File: src/rtl/core/brtx_pkg.sv
`default_nettype none

package brtx_pkg;

  // ring dimensions
  localparam int unsigned MaxBlocks     = 16;
  localparam int unsigned MaxBlockBytes = 4096;

  localparam int unsigned IdxW = (MaxBlocks > 1) ? $clog2(MaxBlocks) : 1;
  localparam int unsigned CntW = $clog2(MaxBlocks + 1);
  localparam int unsigned LenW = $clog2(MaxBlockBytes + 1);
  localparam int unsigned OffW = $clog2(MaxBlockBytes);
  localparam int unsigned TotW = $clog2(MaxBlocks * MaxBlockBytes + 1);
  localparam int unsigned CfgW = LenW;

  // register indexes
  localparam logic CfgNumBlocks  = 1'b0;
  localparam logic CfgBlockBytes = 1'b1;

  typedef enum logic {
    OpWrite = 1'b0,
    OpFlush = 1'b1
  } op_e;

  typedef enum logic [2:0] {
    StOk      = 3'd0,
    StFull    = 3'd1,
    StTooLong = 3'd2,
    StSinkErr = 3'd3,
    StEmpty   = 3'd4
  } status_e;

  typedef enum logic [3:0] {
    SIdle   = 4'b0001,
    SRead   = 4'b0010,
    SFetch  = 4'b0100,
    SFinish = 4'b1000
  } state_e;

  typedef struct packed {
    op_e             op;
    logic [LenW-1:0] length;
    logic [LenW-1:0] accepted;
    logic            sink_error;
  } item_t;

  typedef struct packed {
    status_e         status;
    logic [LenW-1:0] bytes_done;
    logic [TotW-1:0] bytes_left;
    logic            pending;
    logic [IdxW-1:0] copy_block;
    logic [OffW-1:0] copy_offset;
    logic            copy_valid;
    logic [IdxW-1:0] offer_block;
    logic [OffW-1:0] offer_offset;
    logic [LenW-1:0] offer_length;
  } res_t;

  typedef struct packed {
    logic            empty;
    logic            full;
    logic [TotW-1:0] total;
  } ring_t;

endpackage

`default_nettype wire

File: src/rtl/core/block_ring_tx_buffer_manager.sv
// an accepted word passes the SRead and SFinish states and then the output register on its way to a result word,
//   with an SFetch state between SRead and SFinish when a flush drains the head block and the next block holds data
//   (one more descriptor ram read for the new head)
// one item at a time: a new item is taken only in SIdle, after the result of the last one has left SFinish;
//   each item does a read-modify-write of the descriptor ram through its registered read port
// reset: asynchronous, clears busy flags, indices and byte count; the ring
//   uses 16 blocks of 4096 bytes; descriptor ram is not cleared, busy flags mask it
`default_nettype none

module block_ring_tx_buffer_manager
  import brtx_pkg::*;
(
  input  wire logic            clk_i,
  input  wire logic            rst_ni,
  // configuration writes
  input  wire logic            cfg_we_i,
  input  wire logic            cfg_index_i,
  input  wire logic [CfgW-1:0] cfg_data_i,
  // input items
  input  wire logic            s_axis_tvalid,
  output logic                 s_axis_tready,
  input  wire logic [31:0]     s_axis_tdata,   // length, accepted, sink_error
  input  wire logic            s_axis_tuser,   // operation
  // result items
  output logic                 m_axis_tvalid,
  input  wire logic            m_axis_tready,
  output logic [79:0]          m_axis_tdata    // status, bytes_done, bytes_left, pending,
                                               // copy_block, copy_offset, copy_valid,
                                               // offer_block, offer_offset, offer_length
);

  logic [CntW-1:0] eff_blocks_q, eff_blocks_d;
  logic [LenW-1:0] eff_bytes_q, eff_bytes_d;
  logic [CntW-1:0] wr_blocks;
  logic [LenW-1:0] wr_bytes;

  item_t           item;
  res_t            res;
  ring_t           ring;
  logic            res_valid;
  logic            res_ready;

  logic            m_valid_q, m_valid_d;
  logic [79:0]     m_data_q, m_data_d;

  // configuration, clamped to the supported range on write
  assign wr_blocks = cfg_data_i[CntW-1:0];
  assign wr_bytes  = cfg_data_i[LenW-1:0];

  always_comb begin
    eff_blocks_d = eff_blocks_q;
    eff_bytes_d  = eff_bytes_q;
    if (cfg_we_i) begin
      case (cfg_index_i)
        CfgNumBlocks: begin
          if (wr_blocks == '0) begin
            eff_blocks_d = CntW'(1);
          end else if (wr_blocks > CntW'(MaxBlocks)) begin
            eff_blocks_d = CntW'(MaxBlocks);
          end else begin
            eff_blocks_d = wr_blocks;
          end
        end
        CfgBlockBytes: begin
          if (wr_bytes == '0 || wr_bytes > LenW'(MaxBlockBytes)) begin
            eff_bytes_d = LenW'(MaxBlockBytes);
          end else begin
            eff_bytes_d = wr_bytes;
          end
        end
        default: begin
          eff_blocks_d = eff_blocks_q;
        end
      endcase
    end
  end

  always_ff @(posedge clk_i or negedge rst_ni) begin
    if (!rst_ni) begin
      eff_blocks_q <= CntW'(MaxBlocks);
      eff_bytes_q  <= LenW'(MaxBlockBytes);
    end else begin
      eff_blocks_q <= eff_blocks_d;
      eff_bytes_q  <= eff_bytes_d;
    end
  end

  // input word unpacking
  assign item.op         = op_e'(s_axis_tuser);
  assign item.length     = s_axis_tdata[LenW-1:0];
  assign item.accepted   = s_axis_tdata[2*LenW-1:LenW];
  assign item.sink_error = s_axis_tdata[2*LenW];

  brtx_engine u_engine (
    .clk_i        (clk_i),
    .rst_ni       (rst_ni),
    .cfg_clear_i  (cfg_we_i),
    .eff_blocks_i (eff_blocks_q),
    .eff_bytes_i  (eff_bytes_q),
    .item_valid_i (s_axis_tvalid),
    .item_i       (item),
    .item_ready_o (s_axis_tready),
    .res_valid_o  (res_valid),
    .res_o        (res),
    .res_ready_i  (res_ready),
    .ring_o       (ring)
  );

  // output register
  assign res_ready = !m_valid_q || m_axis_tready;

  always_comb begin
    m_valid_d = m_valid_q;
    m_data_d  = m_data_q;
    if (res_ready) begin
      m_valid_d = res_valid;
      if (res_valid) begin
        m_data_d = {res.offer_length, res.offer_offset, res.offer_block,
                    res.copy_valid, res.copy_offset, res.copy_block,
                    res.pending, res.bytes_left, res.bytes_done, res.status};
      end
    end
  end

  always_ff @(posedge clk_i or negedge rst_ni) begin
    if (!rst_ni) begin
      m_valid_q <= 1'b0;
    end else begin
      m_valid_q <= m_valid_d;
    end
  end

  always_ff @(posedge clk_i) begin
    m_data_q <= m_data_d;
  end

  assign m_axis_tvalid = m_valid_q;
  assign m_axis_tdata  = m_data_q;

  // checks
  a_one_item_at_a_time: assert property (@(posedge clk_i) disable iff (!rst_ni)
    (s_axis_tvalid && s_axis_tready) |=> !s_axis_tready)
    else $error("item accepted while the previous one is in progress");

  a_full_not_empty: assert property (@(posedge clk_i) disable iff (!rst_ni)
    ring.full |-> !ring.empty)
    else $error("ring flagged full and empty together");

  a_cfg_clears_ring: assert property (@(posedge clk_i) disable iff (!rst_ni)
    cfg_we_i |=> (ring.empty && ring.total == '0))
    else $error("register write did not empty the ring");

endmodule

`default_nettype wire

File: src/rtl/core/brtx_ram.sv
`default_nettype none

module brtx_ram #(
  parameter int unsigned Width = 8,
  parameter int unsigned Depth = 16,
  localparam int unsigned AddrW = (Depth > 1) ? $clog2(Depth) : 1
) (
  input  wire logic             clk_i,
  input  wire logic             we_i,
  input  wire logic [AddrW-1:0] waddr_i,
  input  wire logic [Width-1:0] wdata_i,
  input  wire logic [AddrW-1:0] raddr_i,
  output logic      [Width-1:0] rdata_o
);

  logic [Width-1:0] mem_q [Depth];
  logic [Width-1:0] rdata_q;

  // single write port, registered read port
  always_ff @(posedge clk_i) begin
    if (we_i) begin
      mem_q[waddr_i] <= wdata_i;
    end
    rdata_q <= mem_q[raddr_i];
  end

  assign rdata_o = rdata_q;

endmodule

`default_nettype wire

File: src/rtl/core/brtx_engine.sv
`default_nettype none

module brtx_engine
  import brtx_pkg::*;
(
  input  wire logic            clk_i,
  input  wire logic            rst_ni,
  input  wire logic            cfg_clear_i,
  input  wire logic [CntW-1:0] eff_blocks_i,
  input  wire logic [LenW-1:0] eff_bytes_i,
  input  wire logic            item_valid_i,
  input  wire item_t           item_i,
  output logic                 item_ready_o,
  output logic                 res_valid_o,
  output res_t                 res_o,
  input  wire logic            res_ready_i,
  output ring_t                ring_o
);

  function automatic logic [IdxW-1:0] next_idx(input logic [IdxW-1:0] idx,
                                              input logic [CntW-1:0] eff);
    logic [CntW-1:0] n;
    n = CntW'(idx) + CntW'(1);
    return (n >= eff) ? '0 : n[IdxW-1:0];
  endfunction

  state_e               state_q, state_d;
  item_t                item_q, item_d;
  logic [MaxBlocks-1:0] busy_q, busy_d;
  logic [IdxW-1:0]      prod_q, prod_d;
  logic [IdxW-1:0]      cons_q, cons_d;
  logic                 empty_q, empty_d;
  logic                 full_q, full_d;
  logic [TotW-1:0]      total_q, total_d;
  logic [OffW-1:0]      head_start_q, head_start_d;
  logic [LenW-1:0]      head_end_q, head_end_d;

  status_e              r_status_q, r_status_d;
  logic [LenW-1:0]      r_done_q, r_done_d;
  logic [IdxW-1:0]      r_cblk_q, r_cblk_d;
  logic [OffW-1:0]      r_coff_q, r_coff_d;
  logic                 r_cval_q, r_cval_d;
  logic                 r_derr_q, r_derr_d;

  logic                 ram_we;
  logic [IdxW-1:0]      ram_waddr;
  logic [LenW-1:0]      ram_wdata;
  logic [IdxW-1:0]      ram_raddr;
  logic [LenW-1:0]      ram_rdata;

  logic [IdxW-1:0]      last_idx, prod_nxt, cons_nxt, cons_after;
  logic [CntW-1:0]      eff_m1;
  logic [LenW-1:0]      last_end, room, acc_w, acc_f, head_left, new_end;
  logic                 do_open;
  logic [LenW-1:0]      open_size;

  // descriptor end offsets, masked by the busy flags
  brtx_ram #(
    .Width (LenW),
    .Depth (MaxBlocks)
  ) u_desc_ram (
    .clk_i   (clk_i),
    .we_i    (ram_we),
    .waddr_i (ram_waddr),
    .wdata_i (ram_wdata),
    .raddr_i (ram_raddr),
    .rdata_o (ram_rdata)
  );

  // ring index arithmetic
  assign eff_m1     = eff_blocks_i - CntW'(1);
  assign last_idx   = (prod_q == '0) ? eff_m1[IdxW-1:0] : prod_q - IdxW'(1);
  assign prod_nxt   = next_idx(prod_q, eff_blocks_i);
  assign cons_nxt   = next_idx(cons_q, eff_blocks_i);
  assign cons_after = empty_q ? prod_q : cons_q;

  // read the last block while idle, the next head while retiring one
  assign ram_raddr = (state_q == SRead) ? cons_nxt : last_idx;

  // per-item arithmetic
  assign last_end  = busy_q[last_idx] ? ram_rdata : '0;
  assign room      = (last_end < eff_bytes_i) ? eff_bytes_i - last_end : '0;
  assign new_end   = last_end + item_q.length;
  assign acc_w     = (item_q.accepted > item_q.length) ? item_q.length : item_q.accepted;
  assign head_left = (head_end_q > LenW'(head_start_q)) ? head_end_q - LenW'(head_start_q)
                                                         : '0;
  assign acc_f     = (item_q.accepted > head_left) ? head_left : item_q.accepted;

  // item sequencing and descriptor update
  always_comb begin
    state_d      = state_q;
    item_d       = item_q;
    busy_d       = busy_q;
    prod_d       = prod_q;
    cons_d       = cons_q;
    empty_d      = empty_q;
    full_d       = full_q;
    total_d      = total_q;
    head_start_d = head_start_q;
    head_end_d   = head_end_q;
    r_status_d   = r_status_q;
    r_done_d     = r_done_q;
    r_cblk_d     = r_cblk_q;
    r_coff_d     = r_coff_q;
    r_cval_d     = r_cval_q;
    r_derr_d     = r_derr_q;
    ram_we       = 1'b0;
    ram_waddr    = last_idx;
    ram_wdata    = '0;
    do_open      = 1'b0;
    open_size    = '0;

    case (state_q)
      SIdle: begin
        if (item_valid_i) begin
          item_d  = item_i;
          state_d = SRead;
        end
      end
      SRead: begin
        state_d    = SFinish;
        r_status_d = StOk;
        r_done_d   = '0;
        r_cblk_d   = '0;
        r_coff_d   = '0;
        r_cval_d   = 1'b0;
        r_derr_d   = 1'b0;
        if (item_q.op == OpWrite) begin
          if (item_q.length > eff_bytes_i) begin
            r_status_d = StTooLong;
          end else if (item_q.length == '0) begin
            r_status_d = StOk;
          end else if (empty_q) begin
            // direct hand-off, keep only the unaccepted tail
            if (item_q.sink_error) begin
              r_status_d = StSinkErr;
              r_derr_d   = 1'b1;
            end else begin
              r_done_d = item_q.length;
              if (acc_w < item_q.length) begin
                do_open   = 1'b1;
                open_size = item_q.length - acc_w;
              end
            end
          end else if (busy_q[last_idx] && room >= item_q.length) begin
            // append to the last busy block
            ram_we    = 1'b1;
            ram_waddr = last_idx;
            ram_wdata = new_end;
            total_d   = total_q + TotW'(item_q.length);
            r_done_d  = item_q.length;
            r_cblk_d  = last_idx;
            r_coff_d  = last_end[OffW-1:0];
            r_cval_d  = 1'b1;
            if (last_idx == cons_q) begin
              head_end_d = new_end;
            end
          end else if (full_q) begin
            r_status_d = StFull;
          end else begin
            do_open   = 1'b1;
            open_size = item_q.length;
            r_done_d  = item_q.length;
          end

          // open a fresh block at the producer index
          if (do_open) begin
            busy_d[prod_q] = 1'b1;
            ram_we         = 1'b1;
            ram_waddr      = prod_q;
            ram_wdata      = open_size;
            total_d        = total_q + TotW'(open_size);
            r_cblk_d       = prod_q;
            r_coff_d       = '0;
            r_cval_d       = 1'b1;
            if (empty_q) begin
              cons_d       = prod_q;
              empty_d      = 1'b0;
              head_start_d = '0;
              head_end_d   = open_size;
            end
            prod_d = prod_nxt;
            if (prod_nxt == cons_after) begin
              full_d = 1'b1;
            end
          end
        end else begin
          if (empty_q) begin
            r_status_d = StEmpty;
          end else if (item_q.sink_error) begin
            r_status_d = StSinkErr;
          end else begin
            r_done_d = acc_f;
            total_d  = (total_q >= TotW'(acc_f)) ? total_q - TotW'(acc_f) : '0;
            if (acc_f == head_left) begin
              // head block drained, move on
              busy_d[cons_q] = 1'b0;
              full_d         = 1'b0;
              cons_d         = cons_nxt;
              head_start_d   = '0;
              if (!busy_d[cons_nxt]) begin
                empty_d = 1'b1;
              end else begin
                state_d = SFetch;
              end
            end else begin
              head_start_d = head_start_q + acc_f[OffW-1:0];
            end
          end
        end
      end
      SFetch: begin
        // end offset of the new head block
        head_end_d = ram_rdata;
        state_d    = SFinish;
      end
      SFinish: begin
        if (res_ready_i) begin
          state_d = SIdle;
        end
      end
      default: begin
        state_d = SIdle;
      end
    endcase

    // register write empties the ring
    if (cfg_clear_i) begin
      busy_d  = '0;
      prod_d  = '0;
      cons_d  = '0;
      empty_d = 1'b1;
      full_d  = 1'b0;
      total_d = '0;
    end
  end

  // control state
  always_ff @(posedge clk_i or negedge rst_ni) begin
    if (!rst_ni) begin
      state_q <= SIdle;
      busy_q  <= '0;
      prod_q  <= '0;
      cons_q  <= '0;
      empty_q <= 1'b1;
      full_q  <= 1'b0;
      total_q <= '0;
    end else begin
      state_q <= state_d;
      busy_q  <= busy_d;
      prod_q  <= prod_d;
      cons_q  <= cons_d;
      empty_q <= empty_d;
      full_q  <= full_d;
      total_q <= total_d;
    end
  end

  // item and result payload
  always_ff @(posedge clk_i) begin
    item_q       <= item_d;
    head_start_q <= head_start_d;
    head_end_q   <= head_end_d;
    r_status_q   <= r_status_d;
    r_done_q     <= r_done_d;
    r_cblk_q     <= r_cblk_d;
    r_coff_q     <= r_coff_d;
    r_cval_q     <= r_cval_d;
    r_derr_q     <= r_derr_d;
  end

  // result word from the updated ring
  always_comb begin
    res_o.status       = r_status_q;
    res_o.bytes_done   = r_done_q;
    res_o.bytes_left   = total_q;
    res_o.pending      = r_derr_q || !empty_q;
    res_o.copy_block   = r_cblk_q;
    res_o.copy_offset  = r_coff_q;
    res_o.copy_valid   = r_cval_q;
    res_o.offer_block  = empty_q ? '0 : cons_q;
    res_o.offer_offset = empty_q ? '0 : head_start_q;
    res_o.offer_length = empty_q ? '0 : head_left;
  end

  assign item_ready_o = (state_q == SIdle);
  assign res_valid_o  = (state_q == SFinish);

  assign ring_o.empty = empty_q;
  assign ring_o.full  = full_q;
  assign ring_o.total = total_q;

endmodule

`default_nettype wire
File: config.mk
export PLATFORM = sky130hd
export DESIGN_NAME = block_ring_tx_buffer_manager
export DESIGN_NICKNAME = d
export VERILOG_FILES = /design/src/rtl/core/brtx_pkg.sv /design/src/rtl/core/block_ring_tx_buffer_manager.sv /design/src/rtl/core/brtx_ram.sv /design/src/rtl/core/brtx_engine.sv
export SDC_FILE = /design/constraint.sdc
export NUM_CORES = 1
export LEC_CHECK = 0
export BUFFER_PORTS_ARGS = -buffer_cell sky130_fd_sc_hd__buf_4
export CORE_MARGIN = 2
export CORE_UTILIZATION = 67
export DETAILED_ROUTE_END_ITERATION = 10
export HOLD_SLACK_MARGIN = 0.05
export MAX_ROUTING_LAYER = met4
export PLACE_DENSITY_LB_ADDON = 0.08
export SYNTH_ARGS = -nofsm -noshare
export SYNTH_HDL_FRONTEND = slang
export SYNTH_SLANG_ARGS = --single-unit
File: constraint.sdc
create_clock -name clk_i -period 21.4 [get_ports clk_i]
set_input_delay 4.28 -clock clk_i [delete_from_list [all_inputs] [get_ports clk_i]]
set_output_delay 4.28 -clock clk_i [all_outputs]
set_load 0.02 [all_outputs]
; Word level (Yosys, flattened, before mapping)
; Memories as Yosys holds them, arrays and structs flattened. A register that Yosys moved wholly into a read port is not among the register bits.
; Cells that the tools add are included.
; Widths: inputs -> output; s select.
[totals]
reg_bits = 233
ram_bits = 208
inputBits = 52
word_cells = 261
mem_count = 1
[mem_list]
columns = memory, depth, width, read_ports, rd_ports_with_merged_regs, write_ports, line
row1 = u_engine.u_desc_ram.mem_q, 16, 13, 1, 1, 1, brtx_ram.sv:16  ; logic [Width-1:0] mem_q [Depth];
[classes]
n_addsub = 12
order_cmp = 18
eq_ne = 19
mux = 148
bitwise_logic = 6
reduce_logical = 33
[ops]
columns = cell, count
row1 = $mux 13, 38
row2 = $mux 17, 11
row3 = $mux 4, 31
row4 = $mux 16, 7
row5 = $mux 12, 6
row6 = $mux 1, 40
row7 = $gt 13x13->1, 3
row8 = $add 17x13->17, 2
row9 = $logic_not 13->1, 2
row10 = $lt 13x13->1, 2
row11 = $pmux 13 s2, 1
row12 = $sub 13x13->13, 2
row13 = $lt 4x5->1 const B, 4
row14 = $mux 3, 6
row15 = $ge 17x13->1, 1
row16 = $sub 17x13->17, 1
row17 = $and 16x16->16, 1
row18 = $not 16->16, 1
row19 = $or 16x16->16, 1
row20 = $pmux 4 s4, 1
row21 = $reduce_and 2->1, 7
row22 = $add 13x13->13, 1
row23 = $eq 13x13->1, 1
row24 = $ge 13x13->1, 1
row25 = other kinds (38), 65

; Logic depth before layout (Yosys ltp)
[depth]
word_depth = 20
depth_mapped = 45
mapped_depth_nobuf = 42

; By module
; From an unflattened synthesis, not the netlist that was laid out.
[unflattened]
hier_cells = 2206
area_unflattened_um2 = 25593.3
[modules_own_cells]
columns = mod, instances, cells_per_inst, area_each_um2, seq_area_each_um2
row1 = brtx_engine, 1, 1688, 14113.5, 3791.1
row2 = brtx_ram, 1, 355, 8242.9, 6506.2
row3 = block_ring_tx_buffer_manager, 1, 163, 3236.9, 2880.3

; Worst setup path before layout
; OpenSTA, ideal clock, no wires.
[synth_path]
path_kind = register to register
from = reg u_engine.prod_q[0]
to = reg u_engine.total_q[16]
arrival_time_ns = 9.758
setup_slack_ns = 11.542
path_stages_with_launch = 45
path_buffers = 4
period_less_slack_ns = 9.858
cell_sequence = dfrtp_1 -> clkbuf_1 -> inv_1 -> ha_1 -> nor3b_2 -> mux2i_1 -> nand2_1 -> xor2_2 -> mux2_2 -> mux2_2 -> clkbuf_1 -> nand2_1 -> ha_1 -> a21oi_1 -> o21ai_0 -> a31o_2 -> a21o_1 -> a21oi_1 -> [... 9 more ...] -> a211o_1 -> a21oi_1 -> o211a_1 -> o21ai_1 -> a21o_1 -> clkbuf_1 -> a21oi_1 -> fa_1 -> nor2b_1 -> o21a_1 -> o21a_1 -> o41a_1 -> a31o_2 -> o41a_1 -> a31oi_1 -> nor2_1 -> and4_1 -> nor4_1
[synth_via]
elab_chain_len = 20
[synth_rtl]
columns = element, line
row1 = "start, declared", brtx_engine.sv:30  ; logic [IdxW-1:0] prod_q, prod_d;
row2 = "start signal, assigned", brtx_engine.sv:251  ; prod_q <= prod_d;
row3 = $sub 4x1->4 or $logic_not 4->1 (tied branches), brtx_engine.sv:72  ; assign last_idx = (prod_q == '0) ? eff_m1[IdxW-1:0] : prod_q - IdxW'(1);
row4 = $mux 4 (*), brtx_engine.sv:72
row5 = $bmux 1 s4 (*), "brtx_engine.sv:81, brtx_engine.sv:145"
row6 = $mux 1 (not written as such) (*), "brtx_engine.sv:81, brtx_engine.sv:145"
row7 = $mux 13, brtx_engine.sv:81  ; assign last_end = busy_q[last_idx] ? ram_rdata : '0;
row8 = $sub 13x13->13 or $lt 13x13->1 (tied branches), brtx_engine.sv:82  ; assign room = (last_end < eff_bytes_i) ? eff_bytes_i - last_end : '0;
row9 = $mux 13, brtx_engine.sv:82
row10 = $ge 13x13->1, brtx_engine.sv:145  ; end else if (busy_q[last_idx] && room >= item_q.length) begin
row11 = [... 4 more ...], n/a
row12 = $mux 13, brtx_engine.sv:129  ; if (item_q.length > eff_bytes_i) begin
row13 = $mux 13, brtx_engine.sv:128  ; if (item_q.op == OpWrite) begin
row14 = $mux 13, brtx_engine.sv:113  ; case (state_q)
row15 = $add 17x13->17, brtx_engine.sv:172  ; total_d = total_q + TotW'(open_size);
row16 = $mux 17, brtx_engine.sv:167  ; if (do_open) begin
row17 = $mux 17, brtx_engine.sv:128
row18 = $mux 17, brtx_engine.sv:113
row19 = $mux 17, brtx_engine.sv:228  ; if (cfg_clear_i) begin
row20 = "end signal, assigned", brtx_engine.sv:255  ; total_q <= total_d;
row21 = "end, declared", brtx_engine.sv:34  ; logic [TotW-1:0] total_q, total_d;
; Mark *: on every way between the ends. The rest lies on a longest branch, timed or not. The select of a mux whose other input is x is not followed.
; A chain may end at the register's enable or synchronous reset.

; Worst setup path in the final report
; Same ends and word-level chain as after synthesis.

==> results.ini <==
[power]
total_power_mw = 3.24
p_leak_nw = 10.8
peakVddDrop_mv = 0.105
power_density_nw_per_um2 = 113

[routing]
route.detailed.drc = 0
num_vias = 19658
drt_iter0_markers = 2029
dr.pass1.iters = 9
antenna_left = 0
wl_um = 77700
wl_per_cell_um = 27.2
viasPerCell = 6.88

[layout]
fillers = 2351
drive_above_1_share_pct = 15.6
area_delta_synth_final_pct = 12.7
fin_nets = 2529

[timing]
fin_skew_ns = 0.0381
fin_setup_tns_ns = 0
setup_violations = 0
fmax_mhz = 84.5
rsz0062_at_grt = false
fin_crit_sh_pct = 55.3
slew_headroom_pct = 9.52
tightest_slew_ns = 1.36
hold_violations = 0
report.final.slew_viol_count = 0
post-route-min-period_ns = 11.84

[place]
hpwlAfterDp_um = 53500
io_buffers = 128
place_congestion = 0.993

[cts]
insertion_delay_ns = 0.62
ctsResizeCount = 0
cts_hold_buf = 0
h-tree-depth = 2
clock-root-buffer = clkbuf_16
clkSinkCount = 454
numCtsBuffers = 45
cts_max_path_buffers = 3
cts_setup_buffers = 0
cts_tree = yes
path_clk_slew_ns = 0.07

[floorplan]
ios = 134
dieArea_um2 = 39600
core_area_um2 = 37600
start_util_pct = 67.8
die_w_um = 199
rows = 71
die_h_um = 199

[global_route]
grt_max_degree = 67
met3_usage_pct = 7.09
grt_pass1_wl_um = 116000
met2_usage_pct = 65.4
busiest_layer = met2
grt_pass1_vias = 19018
track_usage_pct = 41.0
antenna_found_initial = 1
grtUsageMet1_pct = 48.7
overflow = 0

[synth]
synth_edf_count = 375
ys_types = 92
synth_ff_type = edfxtp_1
synth-seq-cells = 454
syn-instance-count = 2187
syn_area_um2 = 25500
yosysTopAreaCellShare_pct = 44.2
synth_most_common_cell = edfxtp_1
ys_seq_area_share_pct = 51.7
synth_area_leaders = edfxtp_1 44%, ha_1 7.9%, dfrtp_1 6.1%
synthesis.nets = 2407
async_flop_share_pct = 14.5
ys_top_cells_by_count = 375 x edfxtp_1, 194 x nor2_1, 161 x ha_1
synth-warning-count = 0
yosysTopAreaCell = edfxtp_1
avgSynthCellArea_um2 = 11.7

[setup_path]
cpMaxStageDelayCell = dfrtp_1
cp.arrival_ns = 12.33
critPathMaxFanout = 17
critPathCaptureType = flop
cp-start-kind = flop
required_ns = 21.89
max_stage_delay_ns = 0.59
path_delay_family = compound AO/OA/AOI/OAI gates
crit_buf_inv = 4
cp_common_cell = a21oi_1
critical_path_class = reg -> reg

[worst_hold_path]
hold_path_class = reg -> reg

[job]
maxCapViolations = 0

[status]
run_status = completed

through the flow:
| stage | util, % | instance area, um2 | setup slack, ns | hold slack [ns] | std cells |
|---|---|---|---|---|---|
| after floorplan | - | 25500 | 11.54 | 0.400 | 2187 |
| after global placement | 72.3 | 27200 | 10.16 | 0.403 | 2773 |
| after detailed placement | 72.3 | 27200 | 10.04 | 0.405 | 2773 |
| after CTS | 76.4 | 28700 | 9.87 | 0.419 | 2856 |
| after global routing | 76.4 | 28700 | 9.01 | 0.422 | 2857 |
| final | 76.4 | 28700 | 9.56 | 0.418 | 2857 |
routing by layer:
layer	part of all wire (%)	routed length, um
met5	0	0
met4	7.4	5720
met3	9.3	7250
met2	48	36900
met1	36	27700
cells by family (layout without fill, tap and decap cells):
| kind of cell | after synthesis | count (layout) | synth area share, % |
|---|---|---|---|
| compound gates | 533 | 533 | 14.5 |
| xor+xnor | 77 | 77 | 2.73 |
| fa+ha+maj | 168 | 168 | 8.45 |
| buf+inv | 213 | 371 | 3.26 |
| flops | 454 | 454 | 51.7 |
| mux | 125 | 125 | 7.62 |
| other cells | 0 | 1 | 0 |
| simple gates | 617 | 617 | 11.8 |
layout by cell type, fill, tap and decap left out, types with 30 or more instances in the layout:
cell,netlist,final
a211oi_1,30,30
mux2i_1,58,57
nor2_1,194,193
nand3_1,40,40
mux4_2,54,54
nand2_1,144,144
a21o_1,51,51
nor2b_1,35,35
inv_1,125,125
a22o_1,35,35
a21oi_1,125,123
dfrtp_1,62,62
ha_1,161,161
edfxtp_1,375,375
xnor2_1,47,47
o21ai_0,86,84
nor3_1,55,37
buf_4,2,162
clkbuf_16,0,45
flip-flops by register name (all words and copies together), names as in the netlist, 16 cells and up:
| name | flops |
|---|---|
| m_axis_tdata | 80 |
| u_engine.u_desc_ram.mem_q | 208 |
| u_engine.total_q | 17 |
| u_engine.item_q | 28 |
| u_engine.busy_q | 16 |
path summary, 6_finish.rpt:
kind	start	endpoint	slack, ns	depth (start not counted)
setup / recovery	u_engine.prod_q[0]	u_engine.total_q[16]	9.56	45
hold / removal	u_engine.r_coff_q[7]	m_axis_tdata[45]	0.42	0
setup reg to reg	u_engine.prod_q[0]	u_engine.total_q[16]	9.56	45
hold reg to reg	u_engine.r_coff_q[7]	m_axis_tdata[45]	0.42	0
max in group asynchronous	rst_ni	u_engine.total_q[8]	16.94	1
min in group asynchronous	rst_ni	u_engine.busy_q[4]	3.81	1
area by class of cell:
type                    instances  area [um2]  area share, %
flip-flops and latches        454       13200           45.9
repair buffers                162        1220           4.24
multi-input cells            1520       11700           40.7
diodes                          1        2.50        0.00871
well taps                     511         639           2.23
clock inverters                29         373           1.30
clock buffers                  54        1160           4.04
inverters                     126         473           1.65
where the power goes:
| part | switching (mW) | total, mW | internal [mW] |
|---|---|---|---|
| Combinational | 0.799 | 1.29 | 0.495 |
| Sequential | 0.0801 | 1.11 | 1.03 |
| Clock | 0.364 | 0.832 | 0.468 |
Note: power is estimated with default switching activity, not from simulation.
